File: src/taq_pkg.sv
// Types and codes shared by the timed arrival event queue modules.
// No dependencies.
package taq_pkg;

    localparam logic [1:0] KIND_DISPATCH = 2'd0;
    localparam logic [1:0] KIND_ADVANCE  = 2'd1;
    localparam logic [1:0] KIND_CLEAR    = 2'd2;
    localparam logic [1:0] KIND_RESERVED = 2'd3;

    localparam logic [2:0] ST_OK      = 3'd0;
    localparam logic [2:0] ST_EARLY   = 3'd1;
    localparam logic [2:0] ST_SAMEID  = 3'd2;
    localparam logic [2:0] ST_ZEROAMP = 3'd3;
    localparam logic [2:0] ST_FULL    = 3'd4;
    localparam logic [2:0] ST_BACK    = 3'd5;

    typedef struct packed {
        logic [1:0]         kind;
        logic [46:0]        tick;
        logic [15:0]        src_id;
        logic [15:0]        dst_id;
        logic signed [15:0] amplitude;
        logic [16:0]        distance;
        logic [47:0]        arrival;
        logic [30:0]        energy;
        logic               same_ids;
        logic               zero_amp;
    } t_cmd;

    typedef struct packed {
        logic [47:0]        arrival;
        logic [46:0]        emission;
        logic [31:0]        sequence_tag;
        logic [15:0]        src_id;
        logic [15:0]        dst_id;
        logic signed [15:0] amplitude;
        logic [16:0]        distance;
        logic [30:0]        energy;
    } t_entry;

    typedef struct packed {
        logic [2:0]         status;
        logic               has_carrier;
        logic               last_result;
        logic [31:0]        sequence_res;
        logic [46:0]        emit_tick;
        logic [47:0]        arr_tick;
        logic [16:0]        distance;
        logic [15:0]        carrier_source;
        logic [15:0]        carrier_target;
        logic signed [15:0] carrier_amplitude;
        logic [30:0]        energy;
        logic [34:0]        in_flight_energy;
    } t_res;

endpackage

File: src/taq_fifo.sv
// Two-entry command queue between the front and back parts.
// Depends on taq_pkg.
module taq_fifo (
    input  logic          i_clk,
    input  logic          i_rst_n,
    input  logic          i_push,
    input  taq_pkg::t_cmd i_data,
    output logic          o_full,
    input  logic          i_pop,
    output taq_pkg::t_cmd o_data,
    output logic          o_empty
);
    import taq_pkg::*;

    t_cmd       r_mem [2];
    logic       r_wr;
    logic       r_rd;
    logic [1:0] r_cnt;

    assign o_full  = (r_cnt == 2'd2);
    assign o_empty = (r_cnt == 2'd0);
    assign o_data  = r_mem[r_rd];

    always_ff @(posedge i_clk) begin
        if (i_push && !o_full) begin
            r_mem[r_wr] <= i_data;
        end
    end

    always_ff @(posedge i_clk) begin
        if (!i_rst_n) begin
            r_wr  <= 1'b0;
            r_rd  <= 1'b0;
            r_cnt <= 2'd0;
        end else begin
            if (i_push && !o_full) begin
                r_wr <= ~r_wr;
            end
            if (i_pop && !o_empty) begin
                r_rd <= ~r_rd;
            end
            r_cnt <= r_cnt + 2'((i_push && !o_full) ? 1 : 0)
                           - 2'((i_pop && !o_empty) ? 1 : 0);
        end
    end

endmodule

File: config.mk
export PLATFORM = sky130hd
export DESIGN_NAME = taq_fifo
export DESIGN_NICKNAME = d
export VERILOG_FILES = /design/src/taq_pkg.sv /design/src/taq_fifo.sv
export SDC_FILE = /design/constraint.sdc
export NUM_CORES = 1
export LEC_CHECK = 0
export BUFFER_PORTS_ARGS = -buffer_cell sky130_fd_sc_hd__buf_4
export CAP_MARGIN = 5
export CORE_MARGIN = 4
export CORE_UTILIZATION = 30
export CTS_CLUSTER_SIZE = 24
export DETAILED_ROUTE_END_ITERATION = 7
export GPL_ROUTABILITY_DRIVEN = 0
export PLACE_DENSITY = 0.49
export SYNTH_ARGS = -nofsm -noshare
export SYNTH_HDL_FRONTEND = slang
export SYNTH_SLANG_ARGS = --single-unit
export TNS_END_PERCENT = 5
File: constraint.sdc
create_clock -name i_clk -period 29.8 [get_ports i_clk]
set_input_delay 1.49 -clock i_clk [delete_from_list [all_inputs] [get_ports i_clk]]
set_output_delay 1.49 -clock i_clk [all_outputs]
set_load 0.01 [all_outputs]
[Word level (Yosys, flattened, before mapping)]
Memory sizes are Yosys's and may differ from the RTL's. A register that Yosys moved wholly into a read port is not among the register bits.
Index checks and enable logic that the tools add are counted.
W data, S select, Z words.
Operators by class
  multiplexer cells: 6
  reductions and logical operators: 5
  equal/unequal tests: 1
  add/sub/neg operators: 2
  bitwise gates (word level): 2
Operators by type and width (count)
  $mux W1: 6
  $add A2 B1 Y2: 1
  $eq A2 B2 Y1 const B: 1
  $logic_and A1 B1 Y1: 2
  $logic_not A1 Y1: 2
  $logic_not A2 Y1: 1
  $not A1 Y1: 2
  $sub A2 B1 Y2: 1
Word-level totals
  output and inout port bits: 197
  memories: 1
  bits of input ports: 199
  word-level logic and storage cells: 20
  RAM bits: 390
  flip-flop bits (word level): 4
Memory list
  r_mem: depth 2, bits a word 195, read ports 1, clocked after memory_dff 1, write ports 1, line taq_fifo.sv:15  | t_cmd r_mem [2];

[Logic depth before layout (Yosys ltp)]
  word-level depth: 6
  depth in mapped cells: 8
  mapped depth without buffers: 8

[Worst setup path after synthesis]
Ideal clock, no wire load.
  kind: input -> register
  start point: in i_push
  end point: mem r_mem[0][0] (netlist name) (enable)
  buffers on the path: 0
  stages: 2
  data required time: 29047 ps
  setup time: 753 ps
  slack: 19378 ps
  arrival time: 9669 ps
  cell sequence: nand2_1 -> nor2_1
Between the ends
  longest elaborated chain between the ends: 3
RTL lines
  start, declared: line taq_fifo.sv:6  | input logic i_push,
  $logic_and A1 B1 Y1: line taq_fifo.sv:25  | if (i_push && !o_full) begin
  $mux W1: line taq_fifo.sv:25
  $mux W1 (implied by the code): line taq_fifo.sv:26  | r_mem[r_wr] <= i_data;
  end, declared: line taq_fifo.sv:15
Every way passes these cells.

==> impl_metrics.tcl <==
set metrics [dict create \
    outcome "completed" \
    critical-path-top-delay-family "buffers and inverters" \
    io_buffers 395 \
    slew_violations 0 \
    leakage_nw 7.60 \
    ys_ff_latch 395 \
    crit_path_max_fanout 118 \
    power_frac_comb 0.268 \
    area_growth_pct 33.6 \
    finalCriticalPeriod_ns 4.87 \
    maxCapViolations 0 \
    skew_ns 0.00670 \
    tightest_slew_ns 1.03 \
    slowest_delay_ns 0.91 \
    grt_pass1_wl_mm 48.5 \
    final_nets 1259 \
    diodes 0 \
    syn_nets 833 \
    seq_area_frac_synth 0.791 \
    hold_violations 0 \
    fmaxAchievable_ghz 0.205 \
    clk_transition_reported_paths_ns 0.06 \
    cts_buffer_depth 3 \
    final_common_cell "buf_4" \
    numCtsBuffers 43 \
    initial_utilization 0.304 \
    power_density_nw_per_um2 83.9 \
    seqCellArea_um2 11800 \
    clock_sinks 395 \
    overflow 0 \
    worstSkewPairLatency_ns 0.54 \
    setup_viol 0 \
    vdd_drop_max_v 0.0000609 \
    grt_pass1_vias 7679 \
    num_vias 7291 \
    dieArea_um2 53400 \
    required_ns 28.31 \
    post-route-period-util 0.164 \
    multi_input_area_um2 2900 \
    yosysWarnings 0 \
    postCtsSetupRepairBufs 0 \
    cp_data_arrival_time_ns 3.38 \
    tns_ns 0 \
    std_cell_rows 81 \
    intPower_mw 1.24 \
    layout-drive-gt1-share 0.608 \
    core_um2 49100 \
    htreeDepth 2 \
    critPathKind "flip-flop to primary output" \
    n_fill_cell 4545 \
    total_power_mw 1.67 \
    cts_tree "done" \
    drt_pass1_iterations 4 \
    antenna_found_initial 0 \
    io_pins 396 \
    worstSetupStartpointType "flip-flop" \
    postSynthAreaPerCell_um2 23.6 \
    path_common_cell "buf_4" \
    worstPathCellList "buf_12 -> buf_4 -> mux2_4 -> buf_4" \
    drc 0 \
    wl_per_cell_um 19.2 \
    cp_slowest_cell "buf_4" \
    syn_inst 632 \
    die_w_um 231 \
    via_per_inst 4.16 \
    ys_types 17 \
    p_switching_uw 432 \
    clkPwrFrac 0.301 \
    drt-total-wl_mm 33.6 \
    r2r_slack_ns 26.38 \
    grt_usage 0.120 \
    swShare 0.258 \
    grt_max_degree 119 \
    seqPwrFrac 0.431 \
    dp_hpwl_mm 22.8 \
    rsz0062_at_grt "false" \
    netlist_area_um2 14900 \
    worstHoldPathType "flip-flop to flip-flop" \
    slew-limit-headroom 0.314 \
    hold-worst-slack_ns 0.522 \
    cts-hold-fix-buffers 0 \
    root_buffer "clkbuf_16" \
    cts_resized 0 \
    most-common-layout-cells "buf_4, edfxtp_1, mux2_4, mux2_2, clkbuf_16" \
    cp-end-kind "primary output" \
    crit_buf_inv 3 \
    die_y_um 231 \
    drtIter0Drc 349 \
    drtAntennaViolNets 0 \
]
[flip-flops by register name, indices dropped and copies added, names as in the netlist, named ones only]
signal,flops
r_mem,390
r_rd,1
r_cnt,2
r_wr,1
[layout make-up]
class	count	area share
multi-input cells	213	0.145
clock buffers	55	0.0604
well taps	664	0.0417
inverters	2	0.000376
flip-flops and latches	395	0.593
clock inverters	20	0.00734
repair buffers	403	0.152
[through the flow]
step / utilization / worst slack (ns) / instance area [um^2] / cells
finish: 0.407 / 24.93 / 19900 / 1752
global route: 0.407 / 24.72 / 19900 / 1752
CTS: 0.407 / 24.80 / 19900 / 1752
detailed placement: 0.379 / 25.26 / 18600 / 1677
global placement: 0.379 / 25.23 / 18600 / 1677
floorplan: - / 19.38 / 14900 / 632
[worst paths after layout]
| check | endpoint | cells after the start | from |
|---|---|---|---|
| hold / removal | r_wr$_SDFFE_PN0P_ | 2 | r_wr$_SDFFE_PN0P_ |
| setup / recovery | o_data[67] | 4 | flip-flop |
| setup reg to reg | r_mem[0][55]$_DFFE_PP_ | 5 | r_cnt[0]$_SDFF_PN0_ |
| hold reg to reg | r_wr$_SDFFE_PN0P_ | 2 | r_wr$_SDFFE_PN0P_ |
[worst register-to-register path: stages, from the launching register on]
cell and delay [ns]:
dfxtp_1 0.37, nand2b_1 0.17, nand2_1 0.15, nor2_4 0.78
buf_4 0.68, buf_4 0.82
[power groups by stage]
stage	Sequential, mW	Combinational [mW]	Clock, mW
after floorplan	0.744	0.271	0
after CTS	0.722	0.461	0.524
after global placement	0.732	0.460	0
after detailed placement	0.734	0.460	0
after global routing	0.728	0.479	0.547
final	0.721	0.449	0.504
[cells by family (layout without fill, tap and decap cells)]
kind of cell,Yosys count,count (layout),share of synthesized area
buf+inv,24,480,0.0154
xor+xnor,3,3,0.00176
mux,196,196,0.185
simple gates,11,11,0.00394
flops,395,395,0.791
compound gates,1,1,0.000503
fa+ha+maj,2,2,0.00168
[per-layer routing]
metal	global-route usage	part of all wire
met4	0.0310	0.017
met1	0.148	0.41
met2	0.194	0.48
met3	0.0515	0.089
met5	0	0
[cell usage after synthesis]
master | count | area (um^2)
mux2_2 | 45 | 507
and2_1 | 2 | 12.5
mux2_4 | 150 | 2250
and3_1 | 1 | 6.26
ha_1 | 2 | 25.0
nor2b_1 | 2 | 12.5
o21a_1 | 1 | 7.51
buf_6 | 18 | 203
dfxtp_1 | 5 | 100
edfxtp_1 | 390 | 11700
nand2b_1 | 2 | 12.5
inv_1 | 2 | 7.51
nor2_1 | 2 | 7.51
nand2_1 | 2 | 7.51
buf_2 | 4 | 20.0
xnor2_1 | 3 | 26.3
mux2i_1 | 1 | 10.0
No activity file was read; power rests on OpenSTA's default activity.
