$ cat src/taq_pkg.sv
// Types and codes shared by the timed arrival event queue modules.
// No dependencies.
package taq_pkg;

    localparam logic [1:0] KIND_DISPATCH = 2'd0;
    localparam logic [1:0] KIND_ADVANCE  = 2'd1;
    localparam logic [1:0] KIND_CLEAR    = 2'd2;
    localparam logic [1:0] KIND_RESERVED = 2'd3;

    localparam logic [2:0] ST_OK      = 3'd0;
    localparam logic [2:0] ST_EARLY   = 3'd1;
    localparam logic [2:0] ST_SAMEID  = 3'd2;
    localparam logic [2:0] ST_ZEROAMP = 3'd3;
    localparam logic [2:0] ST_FULL    = 3'd4;
    localparam logic [2:0] ST_BACK    = 3'd5;

    typedef struct packed {
        logic [1:0]         kind;
        logic [46:0]        tick;
        logic [15:0]        src_id;
        logic [15:0]        dst_id;
        logic signed [15:0] amplitude;
        logic [16:0]        distance;
        logic [47:0]        arrival;
        logic [30:0]        energy;
        logic               same_ids;
        logic               zero_amp;
    } t_cmd;

    typedef struct packed {
        logic [47:0]        arrival;
        logic [46:0]        emission;
        logic [31:0]        sequence_tag;
        logic [15:0]        src_id;
        logic [15:0]        dst_id;
        logic signed [15:0] amplitude;
        logic [16:0]        distance;
        logic [30:0]        energy;
    } t_entry;

    typedef struct packed {
        logic [2:0]         status;
        logic               has_carrier;
        logic               last_result;
        logic [31:0]        sequence_res;
        logic [46:0]        emit_tick;
        logic [47:0]        arr_tick;
        logic [16:0]        distance;
        logic [15:0]        carrier_source;
        logic [15:0]        carrier_target;
        logic signed [15:0] carrier_amplitude;
        logic [30:0]        energy;
        logic [34:0]        in_flight_energy;
    } t_res;

endpackage

$ cat src/taq_front.sv
// Front part: accepts input items, works out distance, arrival and energy.
// Depends on taq_pkg.
module taq_front (
    input  logic                i_clk,
    input  logic                i_rst_n,
    input  logic                i_push,
    output logic                o_full,
    input  logic [1:0]          i_kind,
    input  logic [46:0]         i_tick,
    input  logic [15:0]         i_source_id,
    input  logic [15:0]         i_target_id,
    input  logic signed [31:0]  i_src_x,
    input  logic signed [31:0]  i_src_y,
    input  logic signed [31:0]  i_src_z,
    input  logic signed [31:0]  i_dst_x,
    input  logic signed [31:0]  i_dst_y,
    input  logic signed [31:0]  i_dst_z,
    input  logic signed [15:0]  i_amplitude,
    output logic                o_cmd_push,
    output taq_pkg::t_cmd       o_cmd,
    input  logic                i_cmd_full
);
    import taq_pkg::*;

    typedef enum logic [1:0] {F_IDLE, F_GAP, F_DIST, F_PUSH} t_fstate;

    t_fstate            r_state;
    logic signed [31:0] r_src [3];
    logic signed [31:0] r_dst [3];
    logic [31:0]        r_gap [3];
    t_cmd               r_cmd;

    logic [32:0]        w_diff [3];
    logic [31:0]        w_abs  [3];
    logic [31:0]        w_max;
    logic [32:0]        w_ceil;
    logic [16:0]        w_dist;
    logic signed [31:0] w_sq;

    always_comb begin
        for (int k = 0; k < 3; k++) begin
            w_diff[k] = {r_dst[k][31], r_dst[k]} - {r_src[k][31], r_src[k]};
            w_abs[k]  = w_diff[k][32] ? 32'(-w_diff[k]) : w_diff[k][31:0];
        end
        w_max = (r_gap[0] > r_gap[1]) ? r_gap[0] : r_gap[1];
        if (r_gap[2] > w_max) begin
            w_max = r_gap[2];
        end
        w_ceil = {1'b0, w_max} + 33'd65535;
        w_dist = (w_ceil[32:16] == 17'd0) ? 17'd1 : w_ceil[32:16];
        w_sq   = r_cmd.amplitude * r_cmd.amplitude;
    end

    assign o_full     = (r_state != F_IDLE);
    assign o_cmd_push = (r_state == F_PUSH) && !i_cmd_full;
    assign o_cmd      = r_cmd;

    always_ff @(posedge i_clk) begin
        if (!i_rst_n) begin
            r_state <= F_IDLE;
        end else begin
            unique case (r_state)
                F_IDLE: begin
                    if (i_push) begin
                        r_cmd.kind      <= i_kind;
                        r_cmd.tick      <= i_tick;
                        r_cmd.src_id    <= i_source_id;
                        r_cmd.dst_id    <= i_target_id;
                        r_cmd.amplitude <= i_amplitude;
                        r_cmd.same_ids  <= (i_source_id == i_target_id);
                        r_cmd.zero_amp  <= (i_amplitude == 16'sd0);
                        r_src[0] <= i_src_x;
                        r_src[1] <= i_src_y;
                        r_src[2] <= i_src_z;
                        r_dst[0] <= i_dst_x;
                        r_dst[1] <= i_dst_y;
                        r_dst[2] <= i_dst_z;
                        r_state  <= F_GAP;
                    end
                end
                F_GAP: begin
                    for (int k = 0; k < 3; k++) begin
                        r_gap[k] <= w_abs[k];
                    end
                    r_cmd.energy <= w_sq[30:0];
                    r_state      <= F_DIST;
                end
                F_DIST: begin
                    r_cmd.distance <= w_dist;
                    r_cmd.arrival  <= {1'b0, r_cmd.tick} + {31'd0, w_dist};
                    r_state        <= F_PUSH;
                end
                F_PUSH: begin
                    if (!i_cmd_full) begin
                        r_state <= F_IDLE;
                    end
                end
                default: r_state <= F_IDLE;
            endcase
        end
    end

endmodule

$ cat config.mk
export PLATFORM = sky130hd
export DESIGN_NAME = taq_front
export DESIGN_NICKNAME = d
export VERILOG_FILES = /design/src/taq_pkg.sv /design/src/taq_front.sv
export SDC_FILE = /design/constraint.sdc
export NUM_CORES = 1
export LEC_CHECK = 0
export BUFFER_PORTS_ARGS = -buffer_cell sky130_fd_sc_hd__buf_2
export CAP_MARGIN = 20
export CORE_MARGIN = 1.5
export CORE_UTILIZATION = 35
export DETAILED_ROUTE_END_ITERATION = 7
export PLACE_DENSITY_LB_ADDON = 0.25
export SYNTH_ARGS = -nofsm -noshare
export SYNTH_HDL_FRONTEND = slang
export SYNTH_SLANG_ARGS = --single-unit
$ cat constraint.sdc
create_clock -name i_clk -period 16.6 [get_ports i_clk]
set_clock_uncertainty 0.2 [all_clocks]
set_input_delay 1.66 -clock i_clk [delete_from_list [all_inputs] [get_ports i_clk]]
set_output_delay 1.66 -clock i_clk [all_outputs]
set_load 0.05 [all_outputs]
Word-level counts from Yosys, hierarchy flattened
Memory sizes are Yosys's and may differ from the RTL's.
Index checks and enable logic that the tools add are counted.
Storage, ports and cells
  register bits: 197
  logic and storage cells: 57
  output and inout bits: 197
  bits of input ports: 293
  memories: 3
  bits in writable memories: 288
Memory list
  r_dst: depth 3, width 32, read ports 3, clocked after Yosys merged registers in 0, wr ports 3, line taq_front.sv:29  | logic signed [31:0] r_dst [3];
  r_gap: depth 3, width 32, read ports 3, clocked after Yosys merged registers in 0, wr ports 3, line taq_front.sv:30  | logic [31:0] r_gap [3];
  r_src: depth 3, width 32, read ports 3, clocked after Yosys merged registers in 0, wr ports 3, line taq_front.sv:28  | logic signed [31:0] r_src [3];
Operators by class
  multiply operators: 1
  eq/ne operators: 6
  mux-type cells: 16
  add/sub/neg operators: 8
  order comparisons: 2
  reduce and logical (&&, ||, !) cells: 10
Operators by type and width (count)
  $mux W32: 5
  $sub A32 B32 Y33: 3
  $neg A32 Y32: 3
  $gt A32 B32 Y1: 2
  $add A47 B17 Y48: 1
  $add A32 B16 Y33 const B: 1
  $mul A16 B16 Y31: 1
  $logic_not A17 Y1: 1
  $mux W17: 1
  $eq A16 B16 Y1: 1
  $logic_not A16 Y1: 1
  $pmux W2 S4: 1
  $mux W1: 7
  $reduce_and A2 Y1: 3
  $eq A2 B2 Y1 const B: 2
  $mux W2: 2
  $ne A2 B2 Y1 const B: 2
  $reduce_and A3 Y1: 1
  $eq A2 B1 Y1 const B: 1
  $logic_not A2 Y1: 1
  $reduce_bool A2 Y1: 1
  $logic_and A1 B1 Y1: 1
  $logic_not A1 Y1: 1

Logic depth before layout (Yosys ltp)
Gate-level depths: netlist of run 1.
  depth after elaboration: 8
  mapped depth: 40
  depth with buffers taken out: 34

Worst setup path before layout of run 1
Ideal clock, no wire load.
  path type: reg2reg
  start: memory r_gap[0][17]
  end: register r_cmd, in the netlist o_cmd[55], data pin
  data arrival time: 8.796 ns
  library setup time: 0.274 ns
  clock period less this slack: 9.270 ns
  required time: 16.126 ns
  path slack: 7.330 ns
  cell stages (with the launch flop): 37
  cells stage by stage: edfxtp_1 -> ha_1 -> a21oi_1 -> o21ai_0 -> a2111oi_0 -> o31ai_1 -> o21ai_1 -> buf_2 -> buf_4 -> buf_1 -> buf_1 -> mux2i_1 -> ha_1 -> nand3_1 -> nor3_1 -> nand4_1 -> and3_1 -> a21oi_1 -> a21boi_1 -> mux2_2 -> nor3_1 -> nand3_1 -> xnor2_1 -> o41ai_1 -> ha_1 -> fa_1 -> a21o_1 -> a21oi_1 -> o21bai_1 -> a21o_1 -> a21oi_1 -> o21ai_0 -> o41ai_1 -> o31ai_1 -> clkbuf_1 -> nand4_1 -> xnor2_1
RTL lines
  start, declared: line taq_front.sv:30
  end, declared: line taq_front.sv:31  | t_cmd r_cmd;

==> results.toml, run 1 <==
[status]
status = "finished clean"

[timing]
fin_crit_sh = 0.633
tns_ps = 0
finalSetupViolCount = 0
fmax_ghz = 0.0952
slew_violations = 0
worst_pin_slew_ps = 1080
relSlewSlack = 0.268
hold_viol_final = 0
period_minus_slack_ps = 10500
grt_setup_unrepaired = "no"

[worst_setup_path]
cp_slowest_cell = "o41ai_1"
cp_max_fo = 40
cp.required_ps = 16780
cpPeakStageDelay_ps = 870
crit_type = "reg -> reg"
cp.arrival_ps = 10680
crit_path_end_kind = "flip-flop"
start_kind = "flip-flop"

[layout]
final_cell_mix = "inv_1 (505), buf_2 (488), edfxtp_1 (482), ha_1 (267), fa_1 (237)"
area_growth_pct = 17.0
ff_latch_area_mm2 = 0.0145
utilization = 0.414
nets = 4512
drive_gt1_frac = 0.180
final_common_cell = "inv_1"
multi_input_area_mm2 = 0.0188
n_fill_cell = 9674
fin_cells = 5123

[place]
place.gp.congestion = 0.839
port_buffers = 488
dp_hpwl_um = 75900
post-place-cells = 5012

[clock_network]
clk_pin_slew_ps = 60
clock-sinks = 484
clk_latency_ps = 650
hold_buffers = 0
cts_tree = "built"
cts_buffer_depth = 3
clock-root-buffer = "clkbuf_16"
postCtsSetupBuffers = 0
htreeDepth = 2
cts_buffers = 58
ctsResizeCount = 0

[floorplanning]
dieArea_mm2 = 0.103
die_y_um = 321
fp.dieW_um = 321
fp.coreArea_mm2 = 0.100
initial_core_util = 0.354
io-pin-count = 490
rows = 116

[detailed_routing]
post-route-drc-count = 0
wl_um = 94000
vias_per_cell = 4.87
ant_nets = 0
wl_per_cell_um = 18.3
num_vias = 25000
drt-pass1-iter-count = 5
drt_iter0_drc = 1399

[global_routing]
antenna_found_initial = 9
grtUsageTotal = 0.179
grt_overflow = 0
grt_first_pass_wirelength_um = 142000
grt_pass1_vias = 25100
grt_max_degree = 137

[yosys]
synth-edff-count = 482
synth.largest_area_cell = "edfxtp_1"
synthCells = 3207
ys_seq_elements = 484
synth_nets = 4004
avgSynthCellArea_um2 = 11.1
synth_top_flop_cell = "edfxtp_1"
synth_top_area_share = 0.408
yosysWarnings = 0
ys_seq_area_frac = 0.409
ys_top_cells_by_area = "edfxtp_1 (41%), fa_1 (13%), ha_1 (9.4%), inv_1 (5.3%), xnor2_1 (4.8%)"
syn_area_mm2 = 0.0355
synth_cell_types = 101
async_flop_share = 0

[flow_run]
cap_violations = 0

[worst_hold_path]
min_path_type = "reg -> reg"
-- synthesized netlist by cell type, drive strengths merged, types with 49 or more instances --
library cell,number
xor2,78
o21ai,99
nor2,182
xnor2,193
a21oi,140
fa,237
nor3,55
a21o,62
edfxtp,482
and2,67
inv,505
nand2,181
clkbuf,49
ha,267
nand3,54
-- kinds of logic after synthesis --
| family | after synthesis | synth area share |
|---|---|---|
| compound gates | 551 | 0.108 |
| xor+xnor | 271 | 0.0669 |
| fa+ha+maj | 504 | 0.228 |
| buf+inv | 568 | 0.0607 |
| flops | 484 | 0.409 |
| mux | 55 | 0.0159 |
| other cells | 1 | 0.000106 |
| simple gates | 773 | 0.111 |
-- metal layers --
layer / vias up / routed length (um) / track usage / share of wire
met3: 113 / 5530 / 0.0373 / 0.059
met4: 10 / 2080 / 0.0475 / 0.022
met5: - / 62 / 0 / 0.00066
li1: 12200 / - / - / -
met1: 12100 / 39500 / 0.222 / 0.42
met2: 531 / 46800 / 0.314 / 0.50
-- cell type report --
cell class,instances,area share
clock inverter,42,0.00995
inverter,505,0.0457
clock buffer,66,0.0362
tap,1357,0.0409
sequential,484,0.350
antenna,3,0.000181
timing repair buffer,511,0.0635
multi-input combinational,2155,0.454
-- registers in the layout (all words and copies together) (netlist names) --
signal,cells
o_cmd,194
r_dst,96
r_gap,96
r_src,96
r_state,2
-- per-stage QoR --
step | cell area, um^2 | hold slack [ps] | setup WS, ps
6_report | 41500 | 378 | 6100
5_1_grt | 41500 | 395 | 5310
4_1_cts | 41500 | 376 | 6060
3_5_place_dp | 39600 | 367 | 6090
3_3_place_gp | 39500 | 353 | 6490
2_1_floorplan | 35500 | 271 | 7330
-- worst max-delay path, delay by kind of cell, from the launching register on --
family / cells / cell delay [ps]
AOI/OAI and AO/OA: 21 / 5170
buffers and inverters: 4 / 1240
adders and majority gates: 4 / 1230
and+or+nand+nor: 3 / 1030
muxes: 2 / 850
DFF: 1 / 380
xor gates and xnor gates: 1 / 120
-- worst paths after layout --
path | cells past startpoint | end | start | slack, ps
setup / recovery | 35 | o_cmd[69] | r_gap[0][19] | 6100
hold / removal | 2 | r_state[1] | r_state[1] | 380
setup reg to reg | 35 | o_cmd[69] | r_gap[0][19] | 6100
hold reg to reg | 2 | r_state[1] | r_state[1] | 380
Power of run 1 is not shown: default switching activity piles up to over one toggle a cycle in this logic, so the estimate is an artifact.
==> run 2: changes to the inputs <==
==> constraint.sdc (replaced) <==
create_clock -name i_clk -period 9.4 [get_ports i_clk]
set_clock_uncertainty 0.2 [all_clocks]
set_input_delay 0.94 -clock i_clk [delete_from_list [all_inputs] [get_ports i_clk]]
set_output_delay 0.94 -clock i_clk [all_outputs]
set_load 0.05 [all_outputs]
==> results.toml, run 2 (synthesis results as in run 1) <==
[worst_setup_path]
crit_path_end_kind = "flip-flop"
cp_slowest_cell = "o21ai_4"
cp.required_ps = 9580
crit_family = "compound AO/OA/AOI/OAI gates"
crit_buf_inv = 3
cpPeakStageDelay_ps = 450
start_kind = "flip-flop"
cp.arrival_ps = 9010
cp_max_fo = 23
crit_type = "reg -> reg"

[timing]
tns_ps = 0
worst_pin_slew_ps = 1030
fin_crit_sh = 0.940
hold_viol_final = 0
finalSetupViolCount = 0
relSlewSlack = 0.310
slew_violations = 0
period_minus_slack_ps = 8840
fmax_ghz = 0.113
grt_setup_unrepaired = "no"

[detailed_routing]
drt_iter0_drc = 1365
post-route-drc-count = 0
ant_nets = 0
drt-pass1-iter-count = 5
wl_um = 94300
num_vias = 25200
wl_per_cell_um = 18.4
vias_per_cell = 4.91

[layout]
drive_gt1_frac = 0.182
final_common_cell = "inv_1"
nets = 4526
n_fill_cell = 9690
largest_register_ffs = 194
ff_latch_area_mm2 = 0.0145
area_growth_pct = 17.0
final_cell_mix = "inv_1 (505), buf_2 (488), edfxtp_1 (482), ha_1 (267), fa_1 (237)"
multi_input_area_mm2 = 0.0189

[place]
dp_hpwl_um = 76200
port_buffers = 488
place.gp.congestion = 0.853

[clock_network]
clock-root-buffer = "clkbuf_16"
clk_pin_slew_ps = 60
cts_buffers = 55
clock-sinks = 484
htreeDepth = 2
cts_buffer_depth = 3
cts_tree = "built"
clk_latency_ps = 640

[global_routing]
antenna_found_initial = 7
grt_pass1_vias = 25400
grtUsageTotal = 0.181
grt_first_pass_wirelength_um = 145000
grt_overflow = 0
grt_max_degree = 149

[floorplanning]
io-pin-count = 490
dieArea_mm2 = 0.103
fp.coreArea_mm2 = 0.100
fp.dieW_um = 321
initial_core_util = 0.354
rows = 116
die_y_um = 321

[status]
status = "finished clean"

[flow_run]
cap_violations = 0

[worst_hold_path]
min_path_type = "in -> reg"
run 2: cell types whose count changed in the layout (fill, tap and decap cells not counted), sizes merged:
cell	previous run	this run
buf	511	527
o21ai	99	100
inv	509	507
diode	3	1
clkinvlp	11	4
clkbuf	66	62
run 2: final cells by class:
| cell class | instances | area share |
|---|---|---|
| clock inverter | 33 | 0.00799 |
| inverter | 505 | 0.0457 |
| clock buffer | 62 | 0.0343 |
| sequential | 484 | 0.350 |
| tap | 1357 | 0.0409 |
| antenna | 1 | 0.0000603 |
| timing repair buffer | 527 | 0.0664 |
| multi-input combinational | 2156 | 0.455 |
run 2: final timing paths:
check	slack, ps	start	cells past startpoint	to
setup / recovery	560	r_gap[0][17]	35	o_cmd[69]
hold / removal	280	i_src_x[8]	1	r_src[0][8]
setup reg to reg	560	r_gap[0][17]	35	o_cmd[69]
hold reg to reg	360	r_state[1]	2	r_state[1]
run 2: what timing repair did:
action,CTS,global route
setup endpoints to repair,15,33
pin swaps,1,1
gates resized for setup,1,10
gates cloned,1,0
hold buffers,0,0
setup buffers,0,4
run 2: worst register-to-register path, delay by kind of cell, from the launching register on:
| family | cells | cell delay (ps) |
|---|---|---|
| AND/OR/NAND/NOR | 4 | 840 |
| multiplexers | 2 | 800 |
| adder cells (fa/ha/maj) | 4 | 1040 |
| XOR/XNOR | 2 | 260 |
| flip-flops | 1 | 400 |
| buffers and inverters | 3 | 640 |
| AO/OA/AOI/OAI | 20 | 4380 |
run 2: per-layer routing:
| metal | vias to the layer above | share of wire | track usage |
|---|---|---|---|
| met5 | - | 0.00070 | 0 |
| met4 | 10 | 0.026 | 0.0525 |
| met3 | 120 | 0.055 | 0.0335 |
| met2 | 582 | 0.49 | 0.313 |
| met1 | 12200 | 0.43 | 0.231 |
| li1 | 12300 | - | - |
run 2: metrics by stage:
step / instances / setup WS [ps] / hold slack, ps / instance area (um^2) / utilization
final: 5125 / 563 / 276 / 41500 / 0.414
after global routing: 5124 / 11.6 / 223 / 41500 / 0.414
after floorplan: 3207 / 130 / 271 / 35500 / -
after global placement: 5023 / -0.749 / 355 / 39600 / 0.395
after detailed placement: 5024 / -123 / 351 / 39600 / 0.395
after CTS: 5120 / 144 / 204 / 41400 / 0.413
Power of run 2 is left out for the same reason.
